`src/hw/rtl/sofi_pkg.sv`:
```
`timescale 1ns / 1ps
// shared types and codes for the sorted offset floor index
// no dependencies; imported by every module of the block
package sofi_pkg;

  localparam int unsigned DEFAULT_DEPTH = 64;

  // request type
  localparam logic REQ_INSERT = 1'b0;
  localparam logic REQ_LOOKUP = 1'b1;

  typedef logic [1:0] status_t;

  localparam status_t ST_OK   = 2'd0;
  localparam status_t ST_DUP  = 2'd1;
  localparam status_t ST_FULL = 2'd2;
  localparam status_t ST_MISS = 2'd3;

  typedef struct packed {
    logic [31:0] off;
    logic [31:0] id;
  } entry_t;

  typedef struct packed {
    status_t     status;
    logic [31:0] found_start;
    logic [31:0] found_id;
    logic [31:0] max_stored;
  } res_t;

endpackage

```
`src/hw/rtl/sorted_offset_floor_index_top.sv`:
```
`timescale 1ns / 1ps
// channel | handshake               | payload
// in      | in_valid_i / in_ready_o | req_type_i, query_offset_i, entry_id_i
// out     | out_valid_o / out_ready_i | status_o, found_start_o, found_id_o, max_stored_o
// a lookup scans from the top entry down, one memory read per cycle, and stops at
// the floor entry, or at the bottom entry on a miss; an insert scans the same way,
// then, unless it is a duplicate or the table is full, shifts the entries above the
// insert point up one per cycle. the single read port of the entry memory sets this pace
// reset empties the table at once (count cleared), no clearing pass
// a waiting result sits in the output register while the next request is worked on
// depends on sofi_pkg, sofi_mem, sofi_seq
module sorted_offset_floor_index_top import sofi_pkg::*; #(
  parameter int unsigned DEPTH = DEFAULT_DEPTH
) (
  input  logic        clk_i,
  input  logic        rst_ni,
  input  logic        in_valid_i,
  output logic        in_ready_o,
  input  logic        req_type_i,
  input  logic [31:0] query_offset_i,
  input  logic [31:0] entry_id_i,
  output logic        out_valid_o,
  input  logic        out_ready_i,
  output logic [1:0]  status_o,
  output logic [31:0] found_start_o,
  output logic [31:0] found_id_o,
  output logic [31:0] max_stored_o
);

  localparam int unsigned AW = $clog2(DEPTH);

  logic          seq_idle;
  logic          seq_res_valid;
  res_t          seq_res;
  logic          res_take;
  logic          rd_en, wr_en;
  logic [AW-1:0] rd_addr, wr_addr;
  entry_t        rd_data, wr_data;

  logic out_valid_q, out_valid_d;
  res_t out_q;

  sofi_mem #(.DEPTH(DEPTH)) u_mem (
    .clk_i    (clk_i),
    .wr_en_i  (wr_en),
    .wr_addr_i(wr_addr),
    .wr_data_i(wr_data),
    .rd_en_i  (rd_en),
    .rd_addr_i(rd_addr),
    .rd_data_o(rd_data)
  );

  sofi_seq #(.DEPTH(DEPTH)) u_seq (
    .clk_i         (clk_i),
    .rst_ni        (rst_ni),
    .start_i       (in_valid_i && seq_idle),
    .req_type_i    (req_type_i),
    .query_offset_i(query_offset_i),
    .entry_id_i    (entry_id_i),
    .idle_o        (seq_idle),
    .res_valid_o   (seq_res_valid),
    .res_o         (seq_res),
    .res_take_i    (res_take),
    .mem_rd_en_o   (rd_en),
    .mem_rd_addr_o (rd_addr),
    .mem_rd_data_i (rd_data),
    .mem_wr_en_o   (wr_en),
    .mem_wr_addr_o (wr_addr),
    .mem_wr_data_o (wr_data)
  );

  // output register frees the sequencer as soon as a result is handed over
  assign res_take = seq_res_valid && (!out_valid_q || out_ready_i);

  always_comb begin
    out_valid_d = out_valid_q;
    if (res_take) begin
      out_valid_d = 1'b1;
    end else if (out_ready_i) begin
      out_valid_d = 1'b0;
    end
  end

  always_ff @(posedge clk_i or negedge rst_ni) begin
    if (!rst_ni) begin
      out_valid_q <= 1'b0;
    end else begin
      out_valid_q <= out_valid_d;
    end
  end

  always_ff @(posedge clk_i) begin
    if (res_take) begin
      out_q <= seq_res;
    end
  end

  assign in_ready_o    = seq_idle;
  assign out_valid_o   = out_valid_q;
  assign status_o      = out_q.status;
  assign found_start_o = out_q.found_start;
  assign found_id_o    = out_q.found_id;
  assign max_stored_o  = out_q.max_stored;

endmodule

```
`src/hw/rtl/sofi_mem.sv`:
```
`timescale 1ns / 1ps
// entry store: one write port, one read port with registered read data
// depends on sofi_pkg for the entry type
module sofi_mem import sofi_pkg::*; #(
  parameter int unsigned DEPTH = DEFAULT_DEPTH,
  localparam int unsigned AW = $clog2(DEPTH)
) (
  input  logic          clk_i,
  input  logic          wr_en_i,
  input  logic [AW-1:0] wr_addr_i,
  input  entry_t        wr_data_i,
  input  logic          rd_en_i,
  input  logic [AW-1:0] rd_addr_i,
  output entry_t        rd_data_o
);

  entry_t mem_q [DEPTH];
  entry_t rd_data_q;

  always_ff @(posedge clk_i) begin
    if (wr_en_i) begin
      mem_q[wr_addr_i] <= wr_data_i;
    end
  end

  always_ff @(posedge clk_i) begin
    if (rd_en_i) begin
      rd_data_q <= mem_q[rd_addr_i];
    end
  end

  assign rd_data_o = rd_data_q;

endmodule

```
`src/hw/rtl/sofi_seq.sv`:
```
`timescale 1ns / 1ps
// sequencer: downward scan for the floor entry, then shift-up pass for inserts
// depends on sofi_pkg; drives the ports of sofi_mem
module sofi_seq import sofi_pkg::*; #(
  parameter int unsigned DEPTH = DEFAULT_DEPTH,
  localparam int unsigned AW = $clog2(DEPTH),
  localparam int unsigned CW = $clog2(DEPTH + 1)
) (
  input  logic          clk_i,
  input  logic          rst_ni,
  input  logic          start_i,
  input  logic          req_type_i,
  input  logic [31:0]   query_offset_i,
  input  logic [31:0]   entry_id_i,
  output logic          idle_o,
  output logic          res_valid_o,
  output res_t          res_o,
  input  logic          res_take_i,
  output logic          mem_rd_en_o,
  output logic [AW-1:0] mem_rd_addr_o,
  input  entry_t        mem_rd_data_i,
  output logic          mem_wr_en_o,
  output logic [AW-1:0] mem_wr_addr_o,
  output entry_t        mem_wr_data_o
);

  localparam logic [1:0] S_IDLE  = 2'd0;
  localparam logic [1:0] S_SCAN  = 2'd1;
  localparam logic [1:0] S_SHIFT = 2'd2;
  localparam logic [1:0] S_DONE  = 2'd3;

  logic [1:0]    state_q, state_d;
  logic          type_q, type_d;
  logic [31:0]   key_q, key_d;
  logic [31:0]   id_q, id_d;
  logic [CW-1:0] count_q, count_d;
  logic [31:0]   max_q, max_d;
  logic [CW-1:0] scan_q, scan_d;
  logic [CW-1:0] pos_q, pos_d;
  logic          vld_q, vld_d;
  logic [AW-1:0] pidx_q, pidx_d;
  status_t       status_q, status_d;
  logic [31:0]   fstart_q, fstart_d;
  logic [31:0]   fid_q, fid_d;

  logic cmp_le, cmp_eq;
  logic scan_end, scan_hit;

  // comparators on the read data; only the scan pass uses them
  assign cmp_le = (mem_rd_data_i.off <= key_q);
  assign cmp_eq = (mem_rd_data_i.off == key_q);

  always_comb begin
    state_d       = state_q;
    type_d        = type_q;
    key_d         = key_q;
    id_d          = id_q;
    count_d       = count_q;
    max_d         = max_q;
    scan_d        = scan_q;
    pos_d         = pos_q;
    vld_d         = vld_q;
    pidx_d        = pidx_q;
    status_d      = status_q;
    fstart_d      = fstart_q;
    fid_d         = fid_q;
    scan_end      = 1'b0;
    scan_hit      = 1'b0;
    mem_rd_en_o   = 1'b0;
    mem_rd_addr_o = AW'(scan_q - CW'(1));
    mem_wr_en_o   = 1'b0;
    mem_wr_addr_o = pidx_q + AW'(1);
    mem_wr_data_o = mem_rd_data_i;

    unique case (state_q)
      S_IDLE: begin
        if (start_i) begin
          type_d  = req_type_i;
          key_d   = query_offset_i;
          id_d    = entry_id_i;
          scan_d  = count_q;
          vld_d   = 1'b0;
          state_d = S_SCAN;
        end
      end

      S_SCAN: begin
        if (vld_q) begin
          if (cmp_le) begin
            scan_end = 1'b1;
            scan_hit = 1'b1;
          end else if (pidx_q == '0) begin
            scan_end = 1'b1;
          end
        end else if (scan_q == '0) begin
          scan_end = 1'b1;
        end

        if (!scan_end) begin
          if (scan_q != '0) begin
            mem_rd_en_o = 1'b1;
            scan_d      = scan_q - CW'(1);
            pidx_d      = AW'(scan_q - CW'(1));
            vld_d       = 1'b1;
          end else begin
            vld_d = 1'b0;
          end
        end else begin
          // any read still in flight is dropped
          vld_d    = 1'b0;
          fstart_d = '0;
          fid_d    = '0;
          if (type_q == REQ_LOOKUP) begin
            status_d = scan_hit ? ST_OK : ST_MISS;
            if (scan_hit) begin
              fstart_d = mem_rd_data_i.off;
              fid_d    = mem_rd_data_i.id;
            end
            state_d = S_DONE;
          end else if (scan_hit && cmp_eq) begin
            status_d = ST_DUP;
            state_d  = S_DONE;
          end else if (count_q == CW'(DEPTH)) begin
            status_d = ST_FULL;
            state_d  = S_DONE;
          end else begin
            pos_d   = scan_hit ? (CW'(pidx_q) + CW'(1)) : '0;
            scan_d  = count_q;
            state_d = S_SHIFT;
          end
        end
      end

      S_SHIFT: begin
        // move entry k to k+1, from the top down to the insert position
        if (vld_q) begin
          mem_wr_en_o = 1'b1;
        end
        if (scan_q != pos_q) begin
          mem_rd_en_o = 1'b1;
          scan_d      = scan_q - CW'(1);
          pidx_d      = AW'(scan_q - CW'(1));
          vld_d       = 1'b1;
        end else begin
          vld_d = 1'b0;
          if (!vld_q) begin
            mem_wr_en_o   = 1'b1;
            mem_wr_addr_o = AW'(pos_q);
            mem_wr_data_o = '{off: key_q, id: id_q};
            count_d       = count_q + CW'(1);
            if (count_q == '0 || key_q > max_q) begin
              max_d = key_q;
            end
            status_d = ST_OK;
            state_d  = S_DONE;
          end
        end
      end

      S_DONE: begin
        if (res_take_i) begin
          state_d = S_IDLE;
        end
      end

      default: begin
        state_d = S_IDLE;
      end
    endcase
  end

  always_ff @(posedge clk_i or negedge rst_ni) begin
    if (!rst_ni) begin
      state_q <= S_IDLE;
      count_q <= '0;
      max_q   <= '0;
      vld_q   <= 1'b0;
    end else begin
      state_q <= state_d;
      count_q <= count_d;
      max_q   <= max_d;
      vld_q   <= vld_d;
    end
  end

  always_ff @(posedge clk_i) begin
    type_q   <= type_d;
    key_q    <= key_d;
    id_q     <= id_d;
    scan_q   <= scan_d;
    pos_q    <= pos_d;
    pidx_q   <= pidx_d;
    status_q <= status_d;
    fstart_q <= fstart_d;
    fid_q    <= fid_d;
  end

  assign idle_o      = (state_q == S_IDLE);
  assign res_valid_o = (state_q == S_DONE);
  assign res_o       = '{status: status_q, found_start: fstart_q,
                         found_id: fid_q, max_stored: max_q};

endmodule

```
`config.mk`:
```
export PLATFORM = sky130hd
export DESIGN_NAME = sorted_offset_floor_index_top
export DESIGN_NICKNAME = d
export VERILOG_FILES = /design/src/hw/rtl/sofi_pkg.sv /design/src/hw/rtl/sorted_offset_floor_index_top.sv /design/src/hw/rtl/sofi_mem.sv /design/src/hw/rtl/sofi_seq.sv
export SDC_FILE = /design/constraint.sdc
export NUM_CORES = 2
export LEC_CHECK = 0
export ABC_CLOCK_PERIOD_IN_PS = 11150
export BUFFER_PORTS_ARGS = -buffer_cell sky130_fd_sc_hd__buf_2
export CORE_MARGIN = 2
export CORE_UTILIZATION = 30
export DETAILED_ROUTE_END_ITERATION = 8
export PLACE_DENSITY = 0.55
export SYNTH_ARGS = -nofsm -noshare
export SYNTH_HDL_FRONTEND = slang
export SYNTH_HIERARCHICAL = 1
export SYNTH_SLANG_ARGS = --single-unit
```
`constraint.sdc`:
```
create_clock -name clk_i -period 11.15 [get_ports clk_i]
set_clock_uncertainty 0.15 [all_clocks]
set_input_delay 2.23 -clock clk_i [delete_from_list [all_inputs] [get_ports clk_i]]
set_output_delay 2.23 -clock clk_i [all_outputs]
set_load 0.01 [all_outputs]
```
==> results.md <==
* Vias in the first global route at about 83000
* Distinct cells, synth at 65
* H-tree levels at 5
* Synthesized instance count at between 7000 and 8000
* Worst ir drop on vdd at around 0.00038 V
* Final Cycle Share at roughly two thirds
* Top_reg_cell synth: edfxtp_1
* Outcome: complete, no violations
* Vias at between 80000 and 90000
* Fraction of layout cells with a size suffix above 1 at 28.02%
* Largest net degree at the start of global routing at between 100 and 150
* Seq/Total Area, Yosys at between 70% and 80%
* Grt ovf at 0
* Slew @ Worst Pin at roughly 1300 ps
* Hold Path Depth at 0
* Worst-path maximum fanout at 33
* Slowest CP cell: nor2_4
* Tmin final at 7362 ps
* Hold Path End: found_id_o[3]$_DFFE_PP_
* Crit path largest cell delay at 800 ps
* Fmax at 135.8 MHz
* WS Path Type: register to register
* Crit path DAT at 7820 ps
* Hold WS at 268.6 ps
* Unrepaired setup endpoints after global routing: false
* CP dominant cell by count: buf_4
* Synthesized area per cell at roughly 22 um^2
* Placeable core area at between 500000 and 600000 um^2
* Die Wd at ~760 um
* Site Rows at between 200 and 300
* CTS tree: done
* CTS Root Cell: clkbuf_16
* Final WL at about 520 mm
* Power density cells at a little over 300 nW/um^2
* Setup TNS at 0 ps
* Ys async rst share at 0.9659%
* Post-CTS setup buffer count at 0
* FF+latch count, synth at ~4500
* Clk buf depth at 4
* Worst r2r dst: u_mem/mem_q[53][38]$_DFFE_PP_
* DRT iter0 DRCs at 13390
* Most frequent cells in the layout: edfxtp_1, mux4_2, clkbuf_16
* Yosys warns at 6
* Non-Filler Instances at roughly 16000
* CP delay by family, top: simple AND/OR/NAND/NOR gates
* I/O Pins at 169
* Post-Syn Area at 169800 um^2
* DP Area at around 180000 um^2
* Post-synth EDFFs at 4409
* Initial Utilization at a little under a third
* Drt drc at 0
* Hold Path Class: register to register
* Crit path cell chain: xnor2_1 -> nand4_1 -> nor4_2 -> nand2_1 -> nor2_4 -> buf_4 -> o21ai_0 -> nor2b_1 -> nand3_1 -> nor2_4 -> buf_4 -> buf_4
* Max Cap Viol at 0
* Reg2reg start: u_seq/scan_q[0]$_DFFE_PP_
* Worst Setup Start Kind: register
* Critical Path RT at ~12000 ps
* DIE HEIGHT at between 700 and 800 um
* Leak Pwr at between 60 and 70 nW
* First-pass iteration count of the detailed router at 7
* Hold_buf cts at 0
* Reg-to-reg slack, setup at between 3000 and 4000 ps
* CP Capture Type: register
* Clk sinks at between 4000 and 5000
* P&R area growth vs syn at 15.06%
* Die Area at ~570000 um^2
* First-pass GRT wire length at between 700 and 800 mm
* Rel. slew slack at 10.23%
* Antenna-violating nets left at 0
* Most common cell after layout, fill and taps aside: edfxtp_1
* Hold Startpoint: u_seq/fid_q[3]$_SDFFCE_PN0P_
* Initial antenna violation count at just under 50
* DP Wirelength at 307.9 mm
* Final Max Slew Viols at 0
* Nets at about 8200
* Placed cell count at 15130
* DR WL/cell at about 33 um
* GRT Util Overall at 17.76%
* Final GP Congestion at between 0.8 and 0.9
* Design area at 195400 um^2
* Worst r2r path cells at 12
* PostCTS Resize Cnt at 0
* Final Setup Violations at 0
* Largest register FFs at around 4100
* Port buffer count at approximately 170
* Worst-Skew Late Latency at 1040 ps
* Avg Vias per Cell at 5.331
* CP Buf/Inv Count at 3
* Clock Pin Slew Worst Setup and Hold Paths at ~70 ps
* TritonCTS Buffers at around 430
* Syn Nets at about 7700
* Top reg by flops: u_mem/mem_q
* Fin. Hold Viols at 0
==> area by class of cell <==
cell class	count	area [um^2]
diodes	30	75.07
clock buffers	537	11320
multi-input cells	2655	35210
flip-flops and latches	4452	133500
clock inverters	265	2589
inverters	84	354.1
well taps	7506	9392
repair buffers	431	3005
fillers	51940	369200
==> through the flow <==
step	power [mW]	setup WS, ps	utilization, %
2_1_floorplan	35.70	3267	-
3_3_place_gp	45.65	4075	32.13
3_5_place_dp	45.93	4191	32.13
4_1_cts	60.38	4124	34.60
5_1_grt	61.93	3622	34.60
6_report	60.23	3788	34.61
==> per-layer routing <==
layer	vias up	global-route usage, %	wire length [um]	share of wire, %
li1	32990	-	-	-
met1	46360	24.38	205400	39
met2	4980	27.55	239100	46
met3	737	4.990	60830	12
met4	14	5.216	16860	3.2
met5	-	0	87	0.017
==> power by group <==
part,switching [mW],internal [mW]
logic,15.9,7.63
clock network,6.41,8.11
registers,0.545,21.7
total,22.8,37.4
==> how the worst max path moves through the flow <==
stage / start / end / slack (ps) / cells after the start
3_5_place_dp: u_seq/scan_q[0]$_DFFE_PP_ / u_mem/mem_q[53][15]$_DFFE_PP_ / 4190 / 12
2_1_floorplan: u_seq/scan_q[2]$_DFFE_PP_ / u_mem/mem_q[38][0]$_DFFE_PP_ / 3270 / 14
3_3_place_gp: u_seq/scan_q[0]$_DFFE_PP_ / u_mem/mem_q[53][50]$_DFFE_PP_ / 4070 / 12
6_report: u_seq/scan_q[0]$_DFFE_PP_ / u_mem/mem_q[53][38]$_DFFE_PP_ / 3790 / 12
4_1_cts: u_seq/scan_q[0]$_DFFE_PP_ / u_mem/mem_q[49][32]$_DFFE_PP_ / 4120 / 12
5_1_grt: u_seq/scan_q[0]$_DFFE_PP_ / u_mem/mem_q[53][38]$_DFFE_PP_ / 3620 / 12
==> kinds of logic after synthesis <==
group                    count (synthesis)  synth area share [%]
multiplexers                          1242                 15.20
flip-flops                            4452                 78.59
XOR/XNOR                                22                0.1135
buffers and inverters                  483                 1.283
AO/OA/AOI/OAI                          619                 2.380
adder cells (fa/ha/maj)                 75                0.5525
AND/OR/NAND/NOR                        697                 1.886
==> Yosys cell counts, types with 37 or more instances <==
cell type,number,area (um^2)
edfxtp_1,4409,132400
mux4_2,1059,23850
nand2_1,315,1182
clkbuf_1,199,747.0
a22oi_1,182,1366
a21oi_1,181,905.9
buf_2,121,605.6
nor2_1,118,442.9
mux2_2,107,1205
o22ai_1,91,569.3
inv_1,83,311.6
mux2i_1,76,760.7
ha_1,75,938.4
and2_1,69,431.7
nor3_1,69,345.3
o21ai_0,61,305.3
nand3_1,55,275.3
dfrtp_1,43,1076
buf_1,37,138.9
==> worst register-to-register path: stages, from the launching register on <==
cell,delay [ps]
edfxtp_1,550
xnor2_1,300
nand4_1,190
nor4_2,560
nand2_1,300
nor2_4,580
buf_4,710
o21ai_0,560
nor2b_1,390
nand3_1,460
nor2_4,810
buf_4,570
buf_4,730
No activity file was read; power rests on OpenSTA's default activity.
